--- src/hw/rtl/smd_pkg.sv ---
// Shared types and constants of the sync marker deframer.
// No dependencies; imported by every deframer module.
package smd_pkg;

  localparam int MAX_PAYLOAD_LIMIT = 1024;
  localparam int COUNT_CEIL        = 2046;
  localparam int EFF_CEIL_INT      = (MAX_PAYLOAD_LIMIT < COUNT_CEIL) ?
                                     MAX_PAYLOAD_LIMIT : COUNT_CEIL;
  localparam logic [10:0] EFF_CEIL = 11'(EFF_CEIL_INT);

  localparam logic [7:0] SYNC_B0 = 8'h00;
  localparam logic [7:0] SYNC_B1 = 8'h20;
  localparam logic [7:0] SYNC_B2 = 8'h80;
  localparam logic [7:0] SYNC_B3 = 8'h12;

  localparam logic [3:0]  HEADER_LEN       = 4'd12;
  localparam logic [10:0] DEFAULT_MAX      = 11'd1024;
  localparam logic [15:0] DEFAULT_DURATION = 16'h0014;

  // Register indexes of the configuration port
  localparam logic REG_MAX_PAYLOAD    = 1'b0;
  localparam logic REG_FRAME_DURATION = 1'b1;

  // Descriptor status codes
  localparam logic [1:0] STATUS_GOOD  = 2'd0;
  localparam logic [1:0] STATUS_EMPTY = 2'd1;
  localparam logic [1:0] STATUS_LONG  = 2'd2;

  // All results caused by one input item: payload bytes first, then a descriptor.
  typedef struct packed {
    logic [2:0]       n_bytes;
    logic [3:0][7:0]  bytes;
    logic             desc;
    logic [10:0]      length;
    logic [15:0]      timing;
    logic [1:0]       status;
  } smd_bundle_t;

  // Clamp a written maximum to the hardware ceiling.
  function automatic logic [10:0] smd_eff_max(input logic [10:0] m);
    return (m > EFF_CEIL) ? EFF_CEIL : m;
  endfunction

endpackage

--- src/hw/rtl/smd_core.sv ---
// Deframer core: marker window, header/payload counters and configuration.
// Builds the result bundle of each accepted item that causes results and holds it in a register.
// Depends on smd_pkg.
module smd_core import smd_pkg::*; (
  input  logic        clk,
  input  logic        rst_n,
  input  logic        in_valid,
  output logic        in_ready,
  input  logic [7:0]  in_data_byte,
  input  logic        in_end_of_stream,
  input  logic        cfg_valid,
  output logic        cfg_ready,
  input  logic        cfg_index,
  input  logic [15:0] cfg_data,
  output smd_bundle_t pend_r,
  output logic        pend_valid_r,
  input  logic        pend_take
);

  logic        in_frame_r, in_frame_nxt;
  logic [7:0]  win_r [3];
  logic [7:0]  win_nxt [3];
  logic [1:0]  fill_r, fill_nxt;
  logic [3:0]  hc_r, hc_nxt;
  logic [10:0] pc_r, pc_nxt;
  logic [10:0] eff_max_r;
  logic [15:0] duration_r;
  smd_bundle_t bundle;
  logic        accept;
  logic        match;
  logic        has_result;

  assign accept    = in_valid && in_ready;
  assign in_ready  = !pend_valid_r || pend_take;
  assign cfg_ready = 1'b1;

  assign match = (fill_r == 2'd3) && (win_r[0] == SYNC_B0) && (win_r[1] == SYNC_B1) &&
                 (win_r[2] == SYNC_B2) && (in_data_byte == SYNC_B3);

  always_comb begin
    logic [7:0]  seq [4];
    logic [3:0]  hc;
    logic [10:0] pc;
    logic [2:0]  nb;
    logic        act;
    logic        clear;
    seq[0] = win_r[0];
    seq[1] = win_r[1];
    seq[2] = win_r[2];
    seq[3] = in_data_byte;
    hc     = hc_r;
    pc     = pc_r;
    nb     = 3'd0;
    bundle = '0;
    clear  = 1'b0;
    in_frame_nxt = in_frame_r;
    // Release bytes leaving the window: the oldest on a full window, all held
    // bytes plus the current one at end of stream.
    for (int k = 0; k < 4; k++) begin
      if (in_end_of_stream) begin
        act = (3'(k) + {1'b0, fill_r}) >= 3'd3;
      end else begin
        act = (k == 0) && (fill_r == 2'd3);
      end
      if (act && in_frame_r && !match) begin
        if (hc < HEADER_LEN) begin
          hc = hc + 4'd1;
        end else begin
          bundle.bytes[nb[1:0]] = seq[k];
          nb = nb + 3'd1;
          if (pc <= eff_max_r) begin
            pc = pc + 11'd1;
          end
        end
      end
    end
    bundle.n_bytes = nb;
    bundle.length  = (pc > eff_max_r) ? eff_max_r : pc;
    bundle.timing  = duration_r;
    if (pc == 11'd0) begin
      bundle.status = STATUS_EMPTY;
    end else if (pc > eff_max_r) begin
      bundle.status = STATUS_LONG;
    end else begin
      bundle.status = STATUS_GOOD;
    end

    if (!in_frame_r) begin
      if (match && !in_end_of_stream) begin
        in_frame_nxt = 1'b1;
        clear = 1'b1;
      end else if (in_end_of_stream) begin
        clear = 1'b1;
      end
    end else if (match || in_end_of_stream) begin
      bundle.desc  = 1'b1;
      in_frame_nxt = match && !in_end_of_stream;
      clear = 1'b1;
    end

    hc_nxt     = clear ? 4'd0 : hc;
    pc_nxt     = clear ? 11'd0 : pc;
    win_nxt[0] = win_r[1];
    win_nxt[1] = win_r[2];
    win_nxt[2] = in_data_byte;
    if (clear) begin
      fill_nxt = 2'd0;
    end else begin
      fill_nxt = (fill_r == 2'd3) ? fill_r : fill_r + 2'd1;
    end
    if (!bundle.desc) begin
      bundle.length = '0;
      bundle.timing = '0;
      bundle.status = STATUS_GOOD;
    end
  end

  assign has_result = (bundle.n_bytes != 3'd0) || bundle.desc;

  always_ff @(posedge clk) begin
    if (!rst_n) begin
      in_frame_r   <= 1'b0;
      fill_r       <= 2'd0;
      hc_r         <= 4'd0;
      pc_r         <= 11'd0;
      pend_valid_r <= 1'b0;
      eff_max_r    <= smd_eff_max(DEFAULT_MAX);
      duration_r   <= DEFAULT_DURATION;
    end else begin
      if (cfg_valid && cfg_ready) begin
        unique case (cfg_index)
          REG_MAX_PAYLOAD:    eff_max_r  <= smd_eff_max(cfg_data[10:0]);
          REG_FRAME_DURATION: duration_r <= cfg_data;
          default:            duration_r <= duration_r;
        endcase
      end
      if (accept) begin
        in_frame_r   <= in_frame_nxt;
        fill_r       <= fill_nxt;
        hc_r         <= hc_nxt;
        pc_r         <= pc_nxt;
        pend_valid_r <= has_result;
      end else if (pend_take) begin
        pend_valid_r <= 1'b0;
      end
    end
  end

  // Window and bundle are payload: no reset needed
  always_ff @(posedge clk) begin
    if (accept) begin
      win_r[0] <= win_nxt[0];
      win_r[1] <= win_nxt[1];
      win_r[2] <= win_nxt[2];
      if (has_result) begin
        pend_r <= bundle;
      end
    end
  end

endmodule

--- src/hw/rtl/smd_serializer.sv ---
// Output stage: takes one result bundle and hands out its results one per cycle while out_ready is high.
// Depends on smd_pkg.
module smd_serializer import smd_pkg::*; (
  input  logic        clk,
  input  logic        rst_n,
  input  smd_bundle_t pend,
  input  logic        pend_valid,
  output logic        pend_take,
  output logic        out_valid,
  input  logic        out_ready,
  output logic        out_kind,
  output logic [7:0]  out_byte,
  output logic [10:0] out_frame_length,
  output logic [15:0] out_frame_timing,
  output logic [1:0]  out_frame_status,
  output logic        out_last
);

  logic [2:0]      n_r;
  logic            desc_r;
  logic [3:0][7:0] bytes_r;
  logic [10:0]     length_r;
  logic [15:0]     timing_r;
  logic [1:0]      status_r;
  logic            fire;
  logic            on_desc;

  assign on_desc   = (n_r == 3'd0);
  assign out_valid = !on_desc || desc_r;
  assign out_kind  = on_desc;
  assign out_byte  = on_desc ? 8'd0 : bytes_r[0];
  assign out_frame_length = on_desc ? length_r : 11'd0;
  assign out_frame_timing = on_desc ? timing_r : 16'd0;
  assign out_frame_status = on_desc ? status_r : STATUS_GOOD;
  assign out_last  = on_desc || ((n_r == 3'd1) && !desc_r);

  assign fire      = out_valid && out_ready;
  assign pend_take = pend_valid && (!out_valid || (fire && out_last));

  always_ff @(posedge clk) begin
    if (!rst_n) begin
      n_r    <= 3'd0;
      desc_r <= 1'b0;
    end else if (pend_take) begin
      n_r    <= pend.n_bytes;
      desc_r <= pend.desc;
    end else if (fire) begin
      if (!on_desc) begin
        n_r <= n_r - 3'd1;
      end else begin
        desc_r <= 1'b0;
      end
    end
  end

  always_ff @(posedge clk) begin
    if (pend_take) begin
      bytes_r  <= pend.bytes;
      length_r <= pend.length;
      timing_r <= pend.timing;
      status_r <= pend.status;
    end else if (fire && !on_desc) begin
      // advance to the next held payload byte
      bytes_r <= {8'd0, bytes_r[3:1]};
    end
  end

endmodule

--- src/hw/rtl/sync_marker_deframer.sv ---
// Sync marker deframer, top level.
// Input channel: one stream byte per item (in_data_byte, in_end_of_stream).
// Output channel: payload bytes (out_kind 0) and end-of-frame descriptors
// (out_kind 1) with length, timing word and status; out_last marks the last
// result caused by one input byte. The marker 00 20 80 12 opens a frame, the
// 12 header bytes after it are dropped, and payload is held three bytes back.
// Configuration: cfg_index 0 max_payload, 1 frame_duration; always ready.
// It must be written by the user only while the block is idle; the block itself
// does not enforce this. Throughput: one item per cycle while each item
// causes at most one result and the receiver is ready; an item that ends a
// frame at end of stream causes up to five results, sent one per cycle by
// the output stage, which sets the rate for those items.
// One finished bundle waits in the core register while the output stage
// drains the previous one, so input stops while a waiting result is not yet taken.
// Reset: hunting for a marker, empty window, max_payload 1024, duration 20.
// When the receiver stalls, the output holds and input stops once the
// bundle register is full.
// Depends on smd_pkg, smd_core and smd_serializer.
module sync_marker_deframer import smd_pkg::*; (
  input  logic        clk,
  input  logic        rst_n,
  input  logic        in_valid,
  output logic        in_ready,
  input  logic [7:0]  in_data_byte,
  input  logic        in_end_of_stream,
  input  logic        cfg_valid,
  output logic        cfg_ready,
  input  logic        cfg_index,
  input  logic [15:0] cfg_data,
  output logic        out_valid,
  input  logic        out_ready,
  output logic        out_kind,
  output logic [7:0]  out_byte,
  output logic [10:0] out_frame_length,
  output logic [15:0] out_frame_timing,
  output logic [1:0]  out_frame_status,
  output logic        out_last
);

  smd_bundle_t pend;
  logic        pend_valid;
  logic        pend_take;

  smd_core u_core (
    .clk              (clk),
    .rst_n            (rst_n),
    .in_valid         (in_valid),
    .in_ready         (in_ready),
    .in_data_byte     (in_data_byte),
    .in_end_of_stream (in_end_of_stream),
    .cfg_valid        (cfg_valid),
    .cfg_ready        (cfg_ready),
    .cfg_index        (cfg_index),
    .cfg_data         (cfg_data),
    .pend_r           (pend),
    .pend_valid_r     (pend_valid),
    .pend_take        (pend_take)
  );

  smd_serializer u_ser (
    .clk              (clk),
    .rst_n            (rst_n),
    .pend             (pend),
    .pend_valid       (pend_valid),
    .pend_take        (pend_take),
    .out_valid        (out_valid),
    .out_ready        (out_ready),
    .out_kind         (out_kind),
    .out_byte         (out_byte),
    .out_frame_length (out_frame_length),
    .out_frame_timing (out_frame_timing),
    .out_frame_status (out_frame_status),
    .out_last         (out_last)
  );

endmodule

--- config.mk ---
export PLATFORM = sky130hd
export DESIGN_NAME = sync_marker_deframer
export DESIGN_NICKNAME = d
export VERILOG_FILES = /design/src/hw/rtl/smd_pkg.sv /design/src/hw/rtl/smd_core.sv /design/src/hw/rtl/smd_serializer.sv /design/src/hw/rtl/sync_marker_deframer.sv
export SDC_FILE = /design/constraint.sdc
export NUM_CORES = 1
export LEC_CHECK = 0
export BUFFER_PORTS_ARGS = -buffer_cell sky130_fd_sc_hd__buf_2
export CORE_MARGIN = 2
export CORE_UTILIZATION = 40
export DETAILED_ROUTE_END_ITERATION = 16
export GPL_TIMING_DRIVEN = 0
export HOLD_SLACK_MARGIN = 0.12
export PLACE_DENSITY = 0.59
export SETUP_SLACK_MARGIN = 0.02
export SYNTH_ARGS = -nofsm -noshare
export SYNTH_HDL_FRONTEND = slang
export SYNTH_SLANG_ARGS = --single-unit
--- constraint.sdc ---
create_clock -name clk -period 20.1 [get_ports clk]
set_clock_uncertainty 0.05 [all_clocks]
set_input_delay 4.02 -clock clk [delete_from_list [all_inputs] [get_ports clk]]
set_output_delay 4.02 -clock clk [all_outputs]
set_load 0.02 [all_outputs]
## Yosys cells after proc, flatten, opt, wreduce, memory -nomap -nowiden

Memories as Yosys holds them, arrays and structs flattened.
Index checks and enable logic that the tools add are counted.

| operators by class | value |
|---|---|
| mux-type cells | 81 |
| equal/unequal tests | 7 |
| $add $sub $neg | 16 |
| bitwise gates (word level) | 2 |
| order comparisons | 20 |
| reductions and logical operators | 49 |

Operator list:

| operator | number |
|---|---|
| 32-bit two-way mux | 8 |
| 11-bit two-way mux | 16 |
| 32-bit bitwise mux | 3 |
| 8-bit demux with 2-bit select | 3 |
| 8-bit two-way mux | 6 |
| 11-bit by 1-bit adder with 11-bit output, second input constant | 4 |
| 11-bit less-or-equal comparator | 4 |
| 4-bit two-way mux | 9 |
| 3-bit two-way mux | 10 |
| 1-bit logical AND | 22 |
| 1-bit two-way mux | 21 |
| 4-bit by 1-bit adder with 4-bit output, second input constant | 4 |
| 4-bit < comparator, second input constant | 4 |
| 16-bit two-way mux | 1 |
| 2-bit AND reduction | 6 |
| 11-bit > comparator | 1 |
| 11-bit > comparator, second input constant | 1 |
| 11-bit zero test | 1 |
| 3-bit by 1-bit adder with 3-bit output, second input constant | 3 |
| 3-bit by 2-bit greater-or-equal comparator with 1-bit output, second input constant | 3 |
| 2-bit by 3-bit < comparator with 1-bit output, second input constant | 3 |
| 8-bit by 5-bit == test with 1-bit output, second input constant | 1 |
| 8-bit by 6-bit == test with 1-bit output, second input constant | 1 |
| 8-bit == test, second input constant | 1 |
| other kinds (18) | 39 |

| storage, ports and cells | value |
|---|---|
| output and inout bits | 42 |
| memories | 1 |
| input port bits | 31 |
| bits in registers | 176 |
| RAM bits | 24 |

Memories:

| name | words | width | rd ports | clocked after memory_dff | write ports | line | RTL |
|---|---|---|---|---|---|---|---|
| u_core.win_r | 3 | 8 | 3 | 0 | 3 | smd_core.sv:21 | `logic [7:0] win_r [3];` |

## Logic depth before layout (Yosys ltp)

Gate-level depths: netlist of run 1.
An unclocked memory read counts as a cell.

| logic depth | value |
|---|---|
| depth after elaboration | 24 |
| depth in mapped cells | 55 |
| mapped depth without buffers | 53 |

## Cells and area by module

Synthesis of run 1 repeated with hierarchy kept, for this count alone.

| second synthesis, totals | value |
|---|---|
| cells, all modules | 1131 |
| area total of the unflattened synthesis | 11755.0 um2 |

By module, submodules not included:

| module | cells each | instances | area each (um2) |
|---|---|---|---|
| smd_core | 950 | 1 | 8889.8 |
| smd_serializer | 181 | 1 | 2865.2 |

## Least setup slack after synthesis of run 1

Ideal clock, no wire load.

| timing path | value |
|---|---|
| kind | input -> register |
| start point | input in_data_byte[0] |
| end point | register u_core.pend_r[20] (netlist bit) (data pin) |
| stages on the path | 49 |
| buffers on the path | 1 |
| required time | 19.784 ns |
| path slack | 6.591 ns |
| data arrival time | 13.193 ns |
| cells stage by stage | nor4b_1 > nand3b_1 > nor3_4 > a211o_1 > nor2_1 > xnor2_1 > inv_1 > ha_1 > a22o_1 > o41ai_1 > a31o_2 > nand3_1 > nor2_1 > nand3_1 > xnor2_2 > ha_1 > a21o_1 > a21o_1 > (+13 left out) > and2_1 > nor2_1 > nor2_1 > ha_1 > nor2b_1 > o21a_1 > o21a_1 > o21a_1 > o21a_1 > o21a_1 > o21a_1 > o21a_1 > o21a_1 > o21ai_0 > a21oi_1 > buf_1 > mux2i_1 > nor2_1 |

| between the ends | value |
|---|---|
| longest elaborated chain between the ends | 19 |
| elaborated cells between the ends (all ways) | 38 |

RTL lines:

| what | line | RTL |
|---|---|---|
| from (decl) | sync_marker_deframer.sv:24 | `input logic [7:0] in_data_byte,` |
| 8-bit by 5-bit == test with 1-bit output (*) | smd_core.sv:38 | `(win_r[2] == SYNC_B2) && (in_data_byte == SYNC_B3);` |
| 1-bit logical AND (*) | smd_core.sv:38 |  |
| 1-bit zero test | smd_core.sv:65 | `if (act && in_frame_r && !match) begin` |
| 1-bit logical AND | smd_core.sv:65 |  |
| 11-bit two-way mux | smd_core.sv:65 |  |
| 11-bit by 1-bit adder with 11-bit output or 11-bit less-or-equal comparator (tied branches) | smd_core.sv:72, smd_core.sv:71 |  |
| 11-bit two-way mux | smd_core.sv:71 | `if (pc <= eff_max_r) begin` |
| 11-bit two-way mux | smd_core.sv:66 | `if (hc < HEADER_LEN) begin` |
| (+3 left out) | n/a |  |
| 11-bit two-way mux | smd_core.sv:66 |  |
| 11-bit two-way mux | smd_core.sv:65 |  |
| 11-bit by 1-bit adder with 11-bit output or 11-bit less-or-equal comparator (tied branches) | smd_core.sv:72, smd_core.sv:71 |  |
| 11-bit two-way mux | smd_core.sv:71 |  |
| 11-bit two-way mux | smd_core.sv:66 |  |
| 11-bit two-way mux | smd_core.sv:65 |  |
| 11-bit > comparator | smd_core.sv:78 | `bundle.length = (pc > eff_max_r) ? eff_max_r : pc;` |
| 11-bit two-way mux | smd_core.sv:78 |  |
| to (signal assigned) | smd_core.sv:156 | `pend_r <= bundle;` |
| to (decl) | smd_core.sv:15 | `output smd_bundle_t pend_r,` |

Every way passes the cells marked *; elsewhere a longest branch is shown, timed or not.
A chain may end at the register's enable or synchronous reset.

## Worst setup path after layout of run 1

Same ends and word-level chain as after synthesis.

==> flow_summary.json, run 1 <==
{
  "design_area_um2": 13200,
  "hold_path_startpoint": "u_core.pend_r[20]",
  "hold_viol": 0,
  "worstMarginPinSlew_ns": 1.19,
  "yosys.area.top_type": "edfxtp_1",
  "final_common_cell": "nand2_1",
  "first_global_vias": 8535,
  "core_um2": 28900,
  "synthTopCellsByArea": "edfxtp_1 38%, dfxtp_1 8.5%, ha_1 8.4%, nand2_1 6.6%, and2_1 3.5%",
  "drive_gt1_frac": 0.115,
  "viasPerCell": 5.43,
  "synth_top_flop_cell": "edfxtp_1",
  "power_density_nw_per_um2": 77.0,
  "routed_wl_mm": 29.7,
  "r2r-start": "u_core.eff_max_r[6]",
  "syn_area_um2": 11800,
  "tns_ns": 0,
  "start_kind": "primary input",
  "synthDominantCellAreaShare": 0.383,
  "die_area_um2": 30800,
  "seq_area_frac_synth": 0.468,
  "drc": 0,
  "grt_max_degree": 39,
  "slowest_delay_ns": 0.52,
  "fmax_mhz": 64.6,
  "clk_latency_ns": 0.44,
  "p_int_w": 0.000730,
  "clock-root-buffer": "clkbuf_16",
  "clk_pin_slew_ns": 0.07,
  "power_frac_comb": 0.183,
  "ir_drop_v": 0.0000572,
  "cts_tree": "built",
  "yosys_warnings": 0,
  "track_usage": 0.195,
  "die_y_um": 175,
  "first_pass_iters": 7,
  "hold_class": "flip-flop to flip-flop",
  "drv_cap": 0,
  "io_pins": 73,
  "fin_crit_sh": 0.771,
  "finalPower_w": 0.00102,
  "p_sw_w": 0.000288,
  "p_leak_nw": 5.06,
  "io_buffers": 70,
  "antenna_left": 0,
  "vias": 9212,
  "status": "finished, final reports clean",
  "synthArstFlopShare": 0,
  "setup_viol": 0,
  "gp_congestion": 0.904,
  "cts_buffers": 17,
  "holdBufCountCts": 0,
  "drtIter0Drc": 779,
  "antenna_found_initial": 1,
  "critPathRequiredTime_ns": 20.22,
  "drv_slew": 0,
  "placementRows": 62,
  "start_util": 0.407,
  "fin_nets": 1408,
  "synth_area_per_cell_um2": 9.73,
  "worstPathMaxFanout": 10,
  "post_cts_buffers": 0,
  "cts.path.max_buffers": 2,
  "critPathSlowestCell": "nor4b_1",
  "synth_nets": 1318,
  "cts_resized": 0,
  "endpoint_kind": "flip-flop",
  "sw_frac_of_total": 0.283,
  "slew_headroom": 0.197,
  "ys_types": 76,
  "h-tree-depth": 4,
  "path_class": "primary input to flip-flop",
  "synth-seq-cells": 200,
  "rsz0062_at_grt": "false",
  "pwr-share-seq": 0.470,
  "dp_hpwl_mm": 22.0,
  "grt_first_pass_wirelength_mm": 47.1,
  "critical_path_arrival_ns": 15.60,
  "layout_common_cells": "205 x nand2_1, 150 x edfxtp_1, 79 x nor2_1, 79 x ha_1, 77 x a21oi_1",
  "wl_per_cell_um": 17.5,
  "place_area_um2": 12600,
  "synth_edf_count": 150,
  "whs_ns": 0.369,
  "crit_start": "in_data_byte[0]",
  "die_x_um": 175,
  "synthCells": 1208,
  "crit_top_cell": "o21a_1",
  "p_clk_frac": 0.347,
  "finalCriticalPeriod_ns": 15.49,
  "overflow": 0,
  "syn2layout_area_growth_pct": 12.5,
  "clock_sinks": 200,
  "nFillCells": 2772,
  "fin_util": 0.458
}
power groups by stage:
stage / Sequential, W / Combinational, W / Clock, W
2_1_floorplan: 0.000485 / 0.000128 / 0
3_3_place_gp: 0.000488 / 0.000187 / 0
3_5_place_dp: 0.000489 / 0.000189 / 0
4_1_cts: 0.000480 / 0.000189 / 0.000359
5_1_grt: 0.000481 / 0.000208 / 0.000374
6_report: 0.000479 / 0.000186 / 0.000353
kinds of logic (layout without fill, tap and decap cells):
logic type	after synthesis	after routing	synth area share
simple gates	514	514	0.214
compound gates	244	244	0.138
flops	200	200	0.468
buf+inv	103	206	0.0347
fa+ha+maj	79	79	0.0841
xor+xnor	43	43	0.0389
mux	24	24	0.0215
other cells	1	2	0.000319
worst paths after layout:
kind / end / slack [ns] / cells past startpoint
hold reg to reg: u_ser.length_r[2] / 0.37 / 0
hold / removal: u_ser.length_r[2] / 0.37 / 0
setup / recovery: u_core.pend_r[20] / 4.61 / 50
setup reg to reg: u_core.pend_r[20] / 7.59 / 52
worst max-delay path: cells and delay by family:
kind / cells / cell delay (ns)
XOR/XNOR: 3 / 1.06
AO/OA/AOI/OAI: 23 / 4.68
multiplexers: 1 / 0.34
buffers and inverters: 3 / 0.55
adder cells (fa/ha/maj): 4 / 1.30
AND/OR/NAND/NOR: 16 / 3.67
state kept, by name, summed over array words and instances, names as in the netlist:
signal               count
u_core.in_frame_r        1
u_core.duration_r       16
u_ser.bytes_r           32
u_ser.status_r           2
u_core.hc_r              4
u_core.eff_max_r        11
u_ser.timing_r          16
u_ser.length_r          11
u_core.pc_r             11
u_core.pend_valid_r      1
u_core.win_r            24
u_core.pend_r           65
u_ser.n_r                3
u_ser.desc_r             1
u_core.fill_r            2
synthesized netlist by cell type, drive strengths merged (3+ instances only):
library cell  number
nand2            206
edfxtp           150
ha                79
nor2              79
a21oi             78
and2              67
dfxtp             50
inv               49
nand3             48
o21ai             47
a22oi             37
clkbuf            37
xnor2             34
and3              24
o21a              18
buf               17
mux2i             17
nand4             17
nor3              15
a211oi            14
nor4              13
nor2b              8
nor3b              8
o211ai             8
xor2               8
a211o              7
mux2               7
a21o               6
a31oi              6
nand2b             6
nor4b              6
or3                5
nand3b             3
or4                3
per-layer routing:
| metal | global-route usage | vias up | routed length (um) |
|---|---|---|---|
| li1 | - | 4536 | - |
| met1 | 0.284 | 4373 | 14200 |
| met2 | 0.305 | 273 | 13600 |
| met3 | 0.0234 | 30 | 1540 |
| met4 | 0.0579 | 0 | 394 |
| met5 | 0 | - | 0 |
metrics by stage:
step	cells	setup WS [ns]
floorplan	1208	6.59
global placement	1662	4.40
detailed placement	1663	4.40
CTS	1695	4.81
global route	1696	3.92
finish	1696	4.61
layout make-up:
class / instances / area, um2 / share of cell area
inverters: 49 / 184 / 0.0139
flip-flops and latches: 200 / 5510 / 0.416
multi-input cells: 905 / 5850 / 0.442
well taps: 384 / 480 / 0.0363
plain buffers: 54 / 225 / 0.0170
clock buffers: 17 / 425 / 0.0322
repair buffers: 71 / 370 / 0.0280
clock inverters: 15 / 189 / 0.0143
diodes: 1 / 2.50 / 0.000189
Power figures use the tool's default switching activity.
==> run 2, diff against run 1 <==
- clock period: 20.1 -> 14.49 ns (I/O delays scaled with it)
==> flow_summary.json, run 2 (synthesized netlist as in run 1, its figures left out) <==
{
  "status": "finished, final reports clean",
  "cp_num_cells": 48,
  "slew_headroom": 0.181,
  "gp_congestion": 0.904,
  "core_um2": 28900,
  "critical_path_arrival_ns": 13.96,
  "whs_ns": 0.371,
  "first_global_vias": 8535,
  "setup_viol": 0,
  "critPathSlowestCell": "xnor2_1",
  "top_regs": "u_core.pend_r (65), u_ser.bytes_r (32), u_core.win_r (24)",
  "layout_common_cells": "205 x nand2_1, 150 x edfxtp_1, 79 x nor2_1, 79 x ha_1, 77 x a21oi_1",
  "first_pass_iters": 5,
  "drtIter0Drc": 707,
  "clock_sinks": 200,
  "nFillCells": 2767,
  "p_sw_w": 0.000401,
  "fin_nets": 1411,
  "syn2layout_area_growth_pct": 13.0,
  "cts_buffers": 17,
  "p_clk_frac": 0.347,
  "track_usage": 0.195,
  "die_y_um": 175,
  "drv_slew": 0,
  "finalPower_w": 0.00141,
  "clock-root-buffer": "clkbuf_16",
  "die_area_um2": 30800,
  "crit_top_cell": "o21a_1",
  "start_kind": "primary input",
  "wl_per_cell_um": 17.5,
  "p_leak_nw": 5.08,
  "viasPerCell": 5.42,
  "pwr-share-seq": 0.470,
  "fin_crit_sh": 0.955,
  "overflow": 0,
  "final_common_cell": "nand2_1",
  "holdPathStages": 0,
  "path_delay_family": "compound AO/OA/AOI/OAI gates",
  "cts.path.max_buffers": 2,
  "placementRows": 62,
  "drc": 0,
  "p_int_w": 0.00101,
  "routed_wl_mm": 29.8,
  "io_pins": 73,
  "die_x_um": 175,
  "finalCriticalPeriod_ns": 13.84,
  "holdBufCountCts": 0,
  "power_density_nw_per_um2": 106,
  "slowest_delay_ns": 0.59,
  "grt_first_pass_wirelength_mm": 47.1,
  "power_frac_comb": 0.183,
  "clk_latency_ns": 0.43,
  "cts_tree": "built",
  "vias": 9204,
  "worstMarginPinSlew_ns": 1.22,
  "largest_reg_flops": 65,
  "worstPathMaxFanout": 10,
  "hold_viol": 0,
  "crit_buf_inv": 4,
  "fmax_mhz": 72.3,
  "dp_hpwl_mm": 22.0,
  "clk_pin_slew_ns": 0.07,
  "grt_max_degree": 39,
  "io_buffers": 70,
  "ir_drop_v": 0.0000801,
  "sw_frac_of_total": 0.284,
  "start_util": 0.407,
  "rsz0062_at_grt": "false",
  "regMostFlops": "u_core.pend_r",
  "path_class": "primary input to flip-flop",
  "h-tree-depth": 4,
  "drv_cap": 0,
  "drive_gt1_frac": 0.119,
  "reg2reg_depth": 49,
  "antenna_found_initial": 1,
  "critPathRequiredTime_ns": 14.61,
  "hold_class": "flip-flop to flip-flop",
  "endpoint_kind": "flip-flop",
  "antenna_left": 0
}
-- run 2: worst register-to-register path: cells and delay by family (launching register included) --
kind	cells	cell delay, ns
xor+xnor	4	1.76
compound gates	23	4.51
fa+ha+maj	5	1.70
simple gates	12	2.29
buf+inv	4	1.08
mux	1	0.34
flops	1	0.31
-- run 2: worst paths after layout --
| check | startpoint | endpoint | slack, ns |
|---|---|---|---|
| setup / recovery | in_data_byte[0] | u_core.pend_r[20] | 0.65 |
| hold / removal | u_core.pend_r[17] | u_ser.timing_r[15] | 0.37 |
| setup reg to reg | u_core.eff_max_r[6] | u_core.pend_r[20] | 2.18 |
| hold reg to reg | u_core.pend_r[17] | u_ser.timing_r[15] | 0.37 |
-- run 2: stage by stage --
stage	worst slack [ns]	std cells	setup TNS [ns]	area [um2]	util
after floorplan	2.10	1208	0	11800	-
after global placement	-0.0883	1662	-0.207	12600	0.436
after detailed placement	-0.0842	1663	-0.204	12600	0.437
after CTS	0.325	1695	0	13200	0.458
after global routing	0.0876	1699	0	13300	0.460
final	0.653	1699	0	13300	0.460
-- run 2: power groups by stage --
stage / combinational, W / sequential [W] / clock (W)
after detailed placement: 0.000262 / 0.000678 / 0
after global placement: 0.000259 / 0.000677 / 0
after global routing: 0.000289 / 0.000667 / 0.000519
after floorplan: 0.000177 / 0.000672 / 0
after CTS: 0.000263 / 0.000665 / 0.000499
final: 0.000259 / 0.000664 / 0.000491
-- run 2: layout make-up --
class                   instances  area [um2]  share of cell area
inverters                      49         184              0.0138
flip-flops and latches        200        5510               0.414
well taps                     384         480              0.0362
clock inverters                15         189              0.0142
plain buffers                  54         225              0.0169
clock buffers                  17         425              0.0320
multi-input cells             905        5870               0.442
repair buffers                 74         405              0.0305
diodes                          1        2.50            0.000188
-- run 2: timing repair --
item	4_1_cts	5_1_grt
setup endpoints to repair	0	12
resized for setup	0	3
buffers inserted	0	3
-- run 2: routing by layer --
| metal | global-route usage | part of all wire | vias to the layer above |
|---|---|---|---|
| li1 | - | - | 4539 |
| met1 | 0.284 | 0.48 | 4355 |
| met2 | 0.305 | 0.45 | 277 |
| met3 | 0.0234 | 0.053 | 33 |
| met4 | 0.0579 | 0.015 | 0 |
| met5 | 0 | 0 | - |
